<file path="src/rtl/core/urff_pkg.sv">
// Shared types, constants and helpers for the unsigned radix field formatter.
// No dependencies; all other files but urff_out_if use it by scoped names.
package urff_pkg;

	localparam int MAX_FIELD    = 64;
	localparam int VALUE_W      = 32;
	localparam int FIELD_W      = 7;
	localparam int DIGIT_W      = 4;
	localparam int DEC_DIGITS   = 10;
	localparam int HEX_DIGITS   = VALUE_W / DIGIT_W;
	localparam int DIG_BITS     = DEC_DIGITS * DIGIT_W;
	localparam int NDIG_W       = 4;
	localparam int STEP_W       = 5;
	localparam int DABBLE_STEPS = VALUE_W;

	localparam logic [1:0] ACT_DEC   = 2'd0;
	localparam logic [1:0] ACT_LOWER = 2'd1;
	localparam logic [1:0] ACT_UPPER = 2'd2;

	localparam logic [7:0] CHAR_ZERO  = 8'h30;
	localparam logic [7:0] CHAR_SPACE = 8'h20;
	localparam logic [7:0] CHAR_UA    = 8'h41;
	localparam logic [7:0] CHAR_LA    = 8'h61;
	localparam logic [7:0] CHAR_NONE  = 8'h00;

	typedef enum logic [1:0] {
		CV_IDLE,
		CV_DABBLE,
		CV_NORM
	} cv_state_t;

	typedef enum logic [1:0] {
		TS_IDLE,
		TS_CONV,
		TS_EMIT
	} top_state_t;

	// Layout of one field, handed from the top level to the emitter.
	typedef struct packed {
		logic [FIELD_W-1:0] pad;
		logic [FIELD_W-1:0] zeros;
		logic [NDIG_W-1:0]  ndig;
		logic               left;
		logic               pad_zero;
		logic               upper;
	} plan_t;

	function automatic logic [7:0] digit_char(input logic [DIGIT_W-1:0] d, input logic upper);
		logic [7:0] d8;
		d8 = {4'b0, d};
		if (d < 4'd10)
			return CHAR_ZERO + d8;
		else
			return (upper ? CHAR_UA : CHAR_LA) + d8 - 8'd10;
	endfunction

endpackage

</file>
<file path="src/rtl/core/urff_in_if.sv">
// Input channel of the formatter: valid/ready plus the fields of one item.
// Uses widths from urff_pkg.
interface urff_in_if;
	logic                          valid;
	logic                          ready;
	logic [1:0]                    action;
	logic [urff_pkg::VALUE_W-1:0]  value;
	logic [urff_pkg::FIELD_W-1:0]  field_width;
	logic [urff_pkg::FIELD_W-1:0]  precision;
	logic                          has_precision;
	logic                          left_justify;
	logic                          zero_pad;

	modport source (
		output valid, action, value, field_width, precision,
		       has_precision, left_justify, zero_pad,
		input  ready
	);
	modport sink (
		input  valid, action, value, field_width, precision,
		       has_precision, left_justify, zero_pad,
		output ready
	);
endinterface

</file>
<file path="src/rtl/core/urff_out_if.sv">
// Output channel of the formatter: valid/ready plus one character item.
// No dependencies.
interface urff_out_if;
	logic       valid;
	logic       ready;
	logic [7:0] char_code;
	logic       char_valid;
	logic       last_char;

	modport source (output valid, char_code, char_valid, last_char, input ready);
	modport sink   (input  valid, char_code, char_valid, last_char, output ready);
endinterface

</file>
<file path="src/rtl/core/urff_conv.sv">
// Digit converter: bit-serial double dabble for decimal, direct nibble load for hex,
// then a leading-zero strip one digit per cycle. Depends on urff_pkg.
module urff_conv (
	input  logic                                clk,
	input  logic                                arst_n,
	input  logic                                start,
	input  logic                                decimal,
	input  logic [urff_pkg::VALUE_W-1:0]        value,
	input  logic                                pop,
	output logic                                done,
	output logic [urff_pkg::NDIG_W-1:0]         ndig,
	output logic [urff_pkg::DIGIT_W-1:0]        top_digit
);

	urff_pkg::cv_state_t state_q, state_d;

	logic [urff_pkg::VALUE_W-1:0]  bin_q;
	logic [urff_pkg::DIG_BITS-1:0] dig_q;
	logic [urff_pkg::DIG_BITS-1:0] dig_adj;
	logic [urff_pkg::NDIG_W-1:0]   ndig_q;
	logic [urff_pkg::STEP_W-1:0]   step_q;
	logic                          strip;

	assign top_digit = dig_q[urff_pkg::DIG_BITS-1 -: urff_pkg::DIGIT_W];
	assign ndig      = ndig_q;
	assign strip     = (ndig_q > urff_pkg::NDIG_W'(1)) && (top_digit == '0);

	// add 3 to every BCD digit of 5 or more before the shift
	always_comb begin
		for (int i = 0; i < urff_pkg::DEC_DIGITS; i++) begin
			if (dig_q[i*urff_pkg::DIGIT_W +: urff_pkg::DIGIT_W] >= 4'd5)
				dig_adj[i*urff_pkg::DIGIT_W +: urff_pkg::DIGIT_W] =
					dig_q[i*urff_pkg::DIGIT_W +: urff_pkg::DIGIT_W] + 4'd3;
			else
				dig_adj[i*urff_pkg::DIGIT_W +: urff_pkg::DIGIT_W] =
					dig_q[i*urff_pkg::DIGIT_W +: urff_pkg::DIGIT_W];
		end
	end

	always_ff @(posedge clk or negedge arst_n) begin
		if (!arst_n)
			state_q <= urff_pkg::CV_IDLE;
		else
			state_q <= state_d;
	end

	always_comb begin
		state_d = state_q;
		done    = 1'b0;
		case (state_q)
			urff_pkg::CV_IDLE: begin
				if (start)
					state_d = decimal ? urff_pkg::CV_DABBLE : urff_pkg::CV_NORM;
			end
			urff_pkg::CV_DABBLE: begin
				if (step_q == urff_pkg::STEP_W'(urff_pkg::DABBLE_STEPS - 1))
					state_d = urff_pkg::CV_NORM;
			end
			urff_pkg::CV_NORM: begin
				if (!strip) begin
					done    = 1'b1;
					state_d = urff_pkg::CV_IDLE;
				end
			end
			default: state_d = urff_pkg::CV_IDLE;
		endcase
	end

	always_ff @(posedge clk or negedge arst_n) begin
		if (!arst_n) begin
			step_q <= '0;
			ndig_q <= '0;
		end else begin
			case (state_q)
				urff_pkg::CV_IDLE: begin
					if (start) begin
						step_q <= '0;
						ndig_q <= decimal ? urff_pkg::NDIG_W'(urff_pkg::DEC_DIGITS)
						                  : urff_pkg::NDIG_W'(urff_pkg::HEX_DIGITS);
					end else if (pop) begin
						ndig_q <= ndig_q - urff_pkg::NDIG_W'(1);
					end
				end
				urff_pkg::CV_DABBLE: step_q <= step_q + urff_pkg::STEP_W'(1);
				urff_pkg::CV_NORM: begin
					if (strip)
						ndig_q <= ndig_q - urff_pkg::NDIG_W'(1);
				end
				default: ;
			endcase
		end
	end

	always_ff @(posedge clk) begin
		case (state_q)
			urff_pkg::CV_IDLE: begin
				if (start) begin
					bin_q <= value;
					if (decimal)
						dig_q <= '0;
					else
						dig_q <= {value, {(urff_pkg::DIG_BITS-urff_pkg::VALUE_W){1'b0}}};
				end else if (pop) begin
					dig_q <= {dig_q[urff_pkg::DIG_BITS-urff_pkg::DIGIT_W-1:0],
					          {urff_pkg::DIGIT_W{1'b0}}};
				end
			end
			urff_pkg::CV_DABBLE: begin
				dig_q <= {dig_adj[urff_pkg::DIG_BITS-2:0], bin_q[urff_pkg::VALUE_W-1]};
				bin_q <= {bin_q[urff_pkg::VALUE_W-2:0], 1'b0};
			end
			urff_pkg::CV_NORM: begin
				if (strip)
					dig_q <= {dig_q[urff_pkg::DIG_BITS-urff_pkg::DIGIT_W-1:0],
					          {urff_pkg::DIGIT_W{1'b0}}};
			end
			default: ;
		endcase
	end

endmodule

</file>
<file path="src/rtl/core/urff_emit.sv">
// Character emitter: walks the field one character per unstalled cycle into an output
// register, popping digits from the converter. Depends on urff_pkg and urff_out_if.
module urff_emit (
	input  logic                           clk,
	input  logic                           arst_n,
	input  logic                           start,
	input  urff_pkg::plan_t                plan,
	input  logic [urff_pkg::DIGIT_W-1:0]   top_digit,
	output logic                           pop,
	output logic                           done,
	urff_out_if.source                     out_item
);

	logic                          busy_q;
	logic                          empty_q;
	logic                          pad_zero_q;
	logic                          upper_q;
	logic [urff_pkg::FIELD_W-1:0]  pos_q;
	logic [urff_pkg::FIELD_W-1:0]  lead_q;
	logic [urff_pkg::FIELD_W-1:0]  b1_q;
	logic [urff_pkg::FIELD_W-1:0]  b2_q;
	logic [urff_pkg::FIELD_W-1:0]  tot_q;
	logic [urff_pkg::FIELD_W-1:0]  lead_d;
	logic [urff_pkg::FIELD_W-1:0]  b1_d;
	logic [urff_pkg::FIELD_W-1:0]  ndig7;
	logic                          ov_q;
	logic [7:0]                    char_q;
	logic                          cvalid_q;
	logic                          last_q;
	logic                          fire;
	logic                          last;
	logic [7:0]                    ch;

	assign ndig7  = {{(urff_pkg::FIELD_W-urff_pkg::NDIG_W){1'b0}}, plan.ndig};
	assign lead_d = plan.left ? '0 : plan.pad;
	assign b1_d   = lead_d + plan.zeros;

	assign fire = busy_q && (!ov_q || out_item.ready);
	assign last = empty_q || (pos_q + urff_pkg::FIELD_W'(1) == tot_q);
	assign done = fire && last;
	assign pop  = fire && !empty_q && (pos_q >= b1_q) && (pos_q < b2_q);

	always_comb begin
		if (pos_q < lead_q)
			ch = pad_zero_q ? urff_pkg::CHAR_ZERO : urff_pkg::CHAR_SPACE;
		else if (pos_q < b1_q)
			ch = urff_pkg::CHAR_ZERO;
		else if (pos_q < b2_q)
			ch = urff_pkg::digit_char(top_digit, upper_q);
		else
			ch = urff_pkg::CHAR_SPACE;
	end

	always_ff @(posedge clk or negedge arst_n) begin
		if (!arst_n) begin
			busy_q <= 1'b0;
			ov_q   <= 1'b0;
		end else begin
			if (start)
				busy_q <= 1'b1;
			else if (done)
				busy_q <= 1'b0;
			if (fire)
				ov_q <= 1'b1;
			else if (out_item.ready)
				ov_q <= 1'b0;
		end
	end

	always_ff @(posedge clk) begin
		if (start) begin
			pos_q      <= '0;
			lead_q     <= lead_d;
			b1_q       <= b1_d;
			b2_q       <= b1_d + ndig7;
			tot_q      <= plan.pad + plan.zeros + ndig7;
			empty_q    <= (plan.pad == '0) && (plan.zeros == '0) && (plan.ndig == '0);
			pad_zero_q <= plan.pad_zero;
			upper_q    <= plan.upper;
		end else if (fire) begin
			pos_q <= pos_q + urff_pkg::FIELD_W'(1);
		end
		if (fire) begin
			char_q   <= empty_q ? urff_pkg::CHAR_NONE : ch;
			cvalid_q <= !empty_q;
			last_q   <= last;
		end
	end

	assign out_item.valid      = ov_q;
	assign out_item.char_code  = char_q;
	assign out_item.char_valid = cvalid_q;
	assign out_item.last_char  = last_q;

endmodule

</file>
<file path="src/rtl/core/unsigned_radix_field_formatter.sv">
// Top level of the unsigned radix field formatter: input capture, field layout and sequencing.
// Depends on urff_pkg, urff_in_if, urff_out_if, urff_conv and urff_emit.
//
//   channel   | dir | payload                                           | item
//   in_item   | in  | action, value, field_width, precision, flags      | one number to format
//   out_item  | out | char_code, char_valid, last_char                 | one character
//
// Steps per item: accept (hex digits load at the accept edge), then the double-dabble
// steps for decimal, the leading-zero strip steps, a layout step, then one character per
// cycle while the output is not stalled, max(field length, 1) characters in all.
// The bit-serial BCD converter and the character emitter set the time per item.
// Reset clears the sequencer, converter and emitter control; payload registers hold junk.
// A stalled output holds the character register; the next item is taken once the last
// character of the current field is in the output register.
module unsigned_radix_field_formatter (
	input  logic      clk,
	input  logic      arst_n,
	urff_in_if.sink   in_item,
	urff_out_if.source out_item
);

	urff_pkg::top_state_t state_q, state_d;

	logic                          upper_q;
	logic                          val_zero_q;
	logic [urff_pkg::FIELD_W-1:0]  width_q;
	logic [urff_pkg::FIELD_W-1:0]  prec_q;
	logic                          dot_q;
	logic                          left_q;
	logic                          zpad_q;

	logic                          accept;
	logic                          conv_done;
	logic                          emit_done;
	logic                          emit_start;
	logic                          pop;
	logic [urff_pkg::NDIG_W-1:0]   conv_ndig;
	logic [urff_pkg::DIGIT_W-1:0]  top_digit;

	logic                          suppress;
	logic [urff_pkg::NDIG_W-1:0]   nd_eff;
	logic [urff_pkg::FIELD_W-1:0]  nd7;
	logic [urff_pkg::FIELD_W-1:0]  len;
	urff_pkg::plan_t               plan;

	assign in_item.ready = (state_q == urff_pkg::TS_IDLE);
	assign accept        = in_item.valid && in_item.ready;

	// capture the item; clamp width and precision to the field limit
	always_ff @(posedge clk) begin
		if (accept) begin
			upper_q    <= (in_item.action != urff_pkg::ACT_LOWER);
			val_zero_q <= (in_item.value == '0);
			width_q    <= (in_item.field_width > urff_pkg::FIELD_W'(urff_pkg::MAX_FIELD))
			              ? urff_pkg::FIELD_W'(urff_pkg::MAX_FIELD) : in_item.field_width;
			prec_q     <= (in_item.precision > urff_pkg::FIELD_W'(urff_pkg::MAX_FIELD))
			              ? urff_pkg::FIELD_W'(urff_pkg::MAX_FIELD) : in_item.precision;
			dot_q      <= in_item.has_precision;
			left_q     <= in_item.left_justify;
			zpad_q     <= in_item.zero_pad;
		end
	end

	always_ff @(posedge clk or negedge arst_n) begin
		if (!arst_n)
			state_q <= urff_pkg::TS_IDLE;
		else
			state_q <= state_d;
	end

	always_comb begin
		state_d    = state_q;
		emit_start = 1'b0;
		case (state_q)
			urff_pkg::TS_IDLE: begin
				if (accept)
					state_d = urff_pkg::TS_CONV;
			end
			urff_pkg::TS_CONV: begin
				if (conv_done) begin
					emit_start = 1'b1;
					state_d    = urff_pkg::TS_EMIT;
				end
			end
			urff_pkg::TS_EMIT: begin
				if (emit_done)
					state_d = urff_pkg::TS_IDLE;
			end
			default: state_d = urff_pkg::TS_IDLE;
		endcase
	end

	// field layout: a zero value with an explicit zero precision prints no digits;
	// precision adds leading zeros, width adds padding
	assign suppress = dot_q && (prec_q == '0) && val_zero_q;
	assign nd_eff   = suppress ? '0 : conv_ndig;
	assign nd7      = {{(urff_pkg::FIELD_W-urff_pkg::NDIG_W){1'b0}}, nd_eff};
	assign len      = (nd_eff == '0) ? '0 : ((prec_q > nd7) ? prec_q : nd7);

	always_comb begin
		plan.ndig     = nd_eff;
		plan.zeros    = len - nd7;
		plan.pad      = (width_q > len) ? (width_q - len) : '0;
		plan.left     = left_q;
		plan.upper    = upper_q;
		plan.pad_zero = zpad_q && !dot_q && !left_q && (prec_q == '0) && (len != '0);
	end

	urff_conv u_conv (
		.clk       (clk),
		.arst_n    (arst_n),
		.start     (accept),
		.decimal   (in_item.action == urff_pkg::ACT_DEC),
		.value     (in_item.value),
		.pop       (pop),
		.done      (conv_done),
		.ndig      (conv_ndig),
		.top_digit (top_digit)
	);

	urff_emit u_emit (
		.clk       (clk),
		.arst_n    (arst_n),
		.start     (emit_start),
		.plan      (plan),
		.top_digit (top_digit),
		.pop       (pop),
		.done      (emit_done),
		.out_item  (out_item)
	);

endmodule

</file>
<file path="src/flat_wrapper.sv">
// flat-port wrapper written by rule: the top's interface ports become plain ports
module unsigned_radix_field_formatter_flat 
  (clk, arst_n, in_item_valid, in_item_action, in_item_value, in_item_field_width, in_item_precision, in_item_has_precision, in_item_left_justify, in_item_zero_pad, in_item_ready, out_item_valid, out_item_char_code, out_item_char_valid, out_item_last_char, out_item_ready);
  urff_in_if in_item_i ();
  urff_out_if out_item_i ();
  input  logic clk;
  input  logic arst_n;
  input wire logic [$bits(in_item_i.valid)-1:0] in_item_valid;
  input wire logic [$bits(in_item_i.action)-1:0] in_item_action;
  input wire logic [$bits(in_item_i.value)-1:0] in_item_value;
  input wire logic [$bits(in_item_i.field_width)-1:0] in_item_field_width;
  input wire logic [$bits(in_item_i.precision)-1:0] in_item_precision;
  input wire logic [$bits(in_item_i.has_precision)-1:0] in_item_has_precision;
  input wire logic [$bits(in_item_i.left_justify)-1:0] in_item_left_justify;
  input wire logic [$bits(in_item_i.zero_pad)-1:0] in_item_zero_pad;
  output wire logic [$bits(in_item_i.ready)-1:0] in_item_ready;
  output wire logic [$bits(out_item_i.valid)-1:0] out_item_valid;
  output wire logic [$bits(out_item_i.char_code)-1:0] out_item_char_code;
  output wire logic [$bits(out_item_i.char_valid)-1:0] out_item_char_valid;
  output wire logic [$bits(out_item_i.last_char)-1:0] out_item_last_char;
  input wire logic [$bits(out_item_i.ready)-1:0] out_item_ready;
  assign in_item_i.valid = in_item_valid;
  assign in_item_i.action = in_item_action;
  assign in_item_i.value = in_item_value;
  assign in_item_i.field_width = in_item_field_width;
  assign in_item_i.precision = in_item_precision;
  assign in_item_i.has_precision = in_item_has_precision;
  assign in_item_i.left_justify = in_item_left_justify;
  assign in_item_i.zero_pad = in_item_zero_pad;
  assign in_item_ready = in_item_i.ready;
  assign out_item_valid = out_item_i.valid;
  assign out_item_char_code = out_item_i.char_code;
  assign out_item_char_valid = out_item_i.char_valid;
  assign out_item_last_char = out_item_i.last_char;
  assign out_item_i.ready = out_item_ready;
  unsigned_radix_field_formatter u_core (.clk(clk), .arst_n(arst_n), .in_item(in_item_i), .out_item(out_item_i));
endmodule
</file>
<file path="config.mk">
export PLATFORM = sky130hd
export DESIGN_NAME = unsigned_radix_field_formatter_flat
export DESIGN_NICKNAME = d
export VERILOG_FILES = /design/src/rtl/core/urff_pkg.sv /design/src/rtl/core/urff_in_if.sv /design/src/rtl/core/urff_out_if.sv /design/src/rtl/core/urff_conv.sv /design/src/rtl/core/urff_emit.sv /design/src/rtl/core/unsigned_radix_field_formatter.sv /design/src/flat_wrapper.sv
export SDC_FILE = /design/constraint.sdc
export NUM_CORES = 1
export LEC_CHECK = 0
export BUFFER_PORTS_ARGS = -buffer_cell sky130_fd_sc_hd__buf_4
export CAP_MARGIN = 20
export CELL_PAD_IN_SITES_DETAIL_PLACEMENT = 1
export CELL_PAD_IN_SITES_GLOBAL_PLACEMENT = 1
export CORE_ASPECT_RATIO = 0.7
export CORE_MARGIN = 2
export CORE_UTILIZATION = 35
export CTS_CLUSTER_DIAMETER = 150
export DETAILED_ROUTE_END_ITERATION = 8
export GPL_TIMING_DRIVEN = 0
export PLACE_DENSITY = 0.68
export REMOVE_ABC_BUFFERS = 1
export SYNTH_ARGS = -nofsm -noshare
export SYNTH_HDL_FRONTEND = slang
export SYNTH_SLANG_ARGS = --single-unit
</file>
<file path="constraint.sdc">
create_clock -name clk -period 9.1 [get_ports clk]
set_input_delay 1.365 -clock clk [delete_from_list [all_inputs] [get_ports clk]]
set_output_delay 1.365 -clock clk [all_outputs]
set_load 0.005 [all_outputs]
</file>
==> impl_metrics.tcl <==
set metrics [dict create \
    highest_layer "met4" \
    relSlewSlack_pct 30.4 \
    grt_pass1_wl_mm 40.4 \
    gr-total-overflow 0 \
    tightest_slew_ns 1.04 \
    cts_resized 0 \
    synth_warnings 0 \
    finalSetupTns_ns 0 \
    grt.total_usage_pct 17.9 \
    root_buffer "clkbuf_16" \
    fin_crit_sh_pct 78.5 \
    grt_pass1_vias 7356 \
    fillers 3087 \
    synthCells 930 \
    maxCapViolations 0 \
    clock_skew_ns 0.0137 \
    clk_pin_slew_ns 0.07 \
    firstDrtPassIters 5 \
    rows 51 \
    ant_nets 0 \
    drt-met1-wl_mm 13.4 \
    setup_viol 0 \
    synth_seq_cells 153 \
    start_kind "flip-flop" \
    synth_edf_count 131 \
    area_delta_synth_final_pct 16.9 \
    dp.cells 1350 \
    initial_core_util_pct 35.3 \
    rsz0062_at_grt "false" \
    routed_via_density 5.25 \
    outcome "finished clean" \
    place_hpwl_mm 19.4 \
    hold_path.class "flip-flop to flip-flop" \
    syn_area_per_cell_um2 10.5 \
    ys_seq_area_share_pct 45.6 \
    dr_wl_met3_um 915 \
    dieArea_um2 29200 \
    clock_latency_ns 0.44 \
    synthFlopType "edfxtp_1" \
    grt_antenna_before_repair 1 \
    finalHoldViolCount 0 \
    gp_congestion 0.774 \
    htree_levels 4 \
    cts_buffers 17 \
    required_ns 9.29 \
    wl_mm 25.1 \
    final_util_pct 41.3 \
    die_height_um 144 \
    whs_ns 0.493 \
    maxSlewViolCount 0 \
    yosysUniqueCellTypes 72 \
    cts_tree "built" \
    postCtsHoldBufs 0 \
    n_antenna_cell 0 \
    port_buffers 65 \
    regToRegSetupSlack_ns 1.96 \
    finalNonFillerCells 1382 \
    cts_buffer_depth 2 \
    vias 7260 \
    drc_errors 0 \
    arrival_ns 7.33 \
    grt_max_degree 43 \
    die_w_um 204 \
    first_iter_violations 404 \
    post-cts-setup-buffer-count 0 \
    crit_type "flip-flop to flip-flop" \
    end_kind "flip-flop" \
    async_reset_ff_share_pct 9.80 \
    period_needed_ns 7.14 \
    clock-sinks 153 \
    crit_path_max_fanout 9 \
    clock.fmax_mhz 140 \
    num_io_pins 67 \
    drive_above_1_share_pct 15.9 \
    final_nets 1143 \
    worst_r2r_path_depth 25 \
    min_delay_path_depth 1 \
    syn-cell-area_um2 9750 \
    wl_per_cell_um 18.2 \
    wl_met2_mm 10.5 \
    core_um2 27600 \
]
metal layers:
metal / up-vias / global-route usage (%)
met3: 20 / 3.22
met2: 120 / 26.3
met1: 3588 / 27.0
li1: 3532 / -
met4: 0 / 4.65
met5: - / 0
cell usage in the layout (no fill, tap or decap), drive strengths merged, types with 5 or more instances in the layout:
cell type / n
edfxtp: 131
nand4: 8
a21oi: 66
xor2: 17
mux2i: 5
dfxtp: 7
nand2: 56
o21a: 8
dfrtp: 15
fa: 8
nand3: 9
xnor2: 33
o31ai: 5
nor2: 69
or3: 5
and3: 6
nor2b: 22
nor3: 17
a221o: 10
buf: 77
or4: 5
mux2: 32
nor4: 10
inv: 82
ha: 82
a21o: 13
a31oi: 8
clkinv: 10
o21ai: 56
nand2b: 26
nor3b: 14
a22oi: 25
clkbuf: 17
metrics by stage:
step	setup WS [ns]	cell area (µm²)
floorplan	3.12	9640
global placement	1.79	10600
detailed placement	1.99	10800
CTS	1.98	11400
global route	1.43	11400
finish	1.96	11400
synth_stat cells (all sizes together), types with 3 or more instances:
cell / instances / area, µm²
a31oi: 8 / 50.1
dfrtp: 15 / 375
nor2b: 22 / 138
nor3b: 14 / 105
fa: 8 / 160
clkbuf: 24 / 90.1
inv: 79 / 297
ha: 82 / 1030
a211oi: 3 / 27.5
o31ai: 5 / 42.5
edfxtp: 131 / 3930
mux2: 32 / 360
o21bai: 3 / 22.5
a211o: 3 / 26.3
nand3b: 3 / 22.5
nand2b: 26 / 163
or3: 5 / 31.3
a311oi: 4 / 35.0
a221o: 10 / 100
o21a: 8 / 60.1
o31a: 3 / 27.5
buf: 4 / 21.3
a21o: 13 / 97.6
nand4: 8 / 50.1
or4: 5 / 48.8
or2: 3 / 18.8
nor3: 17 / 85.1
nor4: 10 / 62.6
xor2: 17 / 149
xnor2: 33 / 289
a22oi: 25 / 188
o21ai: 56 / 280
and2: 4 / 25.0
o211ai: 4 / 30.0
nand3: 9 / 45.0
nor2: 69 / 259
mux2i: 5 / 50.1
and3: 6 / 42.5
dfxtp: 7 / 140
nand2: 56 / 210
a21oi: 66 / 330
sequential cells by signal (all words and copies together) (netlist names), 4 cells and up:
name	cells
u_core.prec_q	7
u_core.u_conv.bin_q	32
u_core.u_conv.dig_q	40
u_core.u_conv.ndig	4
u_core.u_conv.step_q	5
u_core.u_emit.b1_q	7
u_core.u_emit.b2_q	7
u_core.u_emit.lead_q	7
u_core.u_emit.out_item.char_code	7
u_core.u_emit.pos_q	7
u_core.u_emit.tot_q	7
u_core.width_q	7
final cells by class:
cell class	count	area (µm²)	area share [%]
Inverter	80	300	2.63
Clock buffer	17	425	3.73
Multi-Input combinational cell	669	4920	43.2
Clock inverter	15	174	1.53
Timing Repair Buffer	77	666	5.84
Tap cell	371	464	4.07
Sequential cell	153	4450	39.0
logic make-up (layout without fill, tap and decap cells):
| family | count (synthesis) | in the layout | share of synthesized area (%) |
|---|---|---|---|
| other cells | 1 | 1 | 0.0385 |
| mux | 37 | 37 | 4.21 |
| fa+ha+maj | 90 | 90 | 12.2 |
| flops | 153 | 153 | 45.6 |
| buf+inv | 108 | 189 | 4.22 |
| xor+xnor | 50 | 50 | 4.49 |
| simple gates | 261 | 261 | 13.9 |
| compound gates | 230 | 230 | 15.3 |
worst paths after layout:
kind | from | endpoint
min reg2reg | u_core.u_emit.busy_q$_DFFE_PN0P_ | u_core.u_emit.out_item.valid$_DFFE_PN0P_
max reg2reg | u_core.prec_q[3]$_SDFFCE_PN0P_ | u_core.u_emit.b2_q[6]$_DFFE_PP_
max in group asynchronous | arst_n | u_core.u_emit.busy_q$_DFFE_PN0P_
min | u_core.u_emit.busy_q$_DFFE_PN0P_ | u_core.u_emit.out_item.valid$_DFFE_PN0P_
min in group asynchronous | arst_n | u_core.u_conv.state_q[0]$_DFFE_PN0P_
max | u_core.prec_q[3]$_SDFFCE_PN0P_ | u_core.u_emit.b2_q[6]$_DFFE_PP_
critical path, stage by stage (launching register included):
cell and delay (ns):
edfxtp_1 0.42, or4_1 0.58, or3_1 0.42, nand2_1 0.17, ha_1 0.26, o21ai_0 0.16, a21oi_1 0.08, o31ai_2 0.53
o21ai_0 0.26, o211ai_1 0.25, ha_1 0.35, nand3_1 0.15, a2bb2oi_1 0.19, o21a_1 0.23, o21ai_0 0.22, buf_4 0.23
nor3_1 0.43, ha_1 0.30, inv_1 0.07, fa_1 0.48, inv_1 0.07, fa_1 0.40, a21o_1 0.18, a21oi_1 0.23
nand3b_1 0.16, xnor2_1 0.06
Power is not shown: default switching activity piles up to over one toggle a cycle in this logic, so the estimate is an artifact.
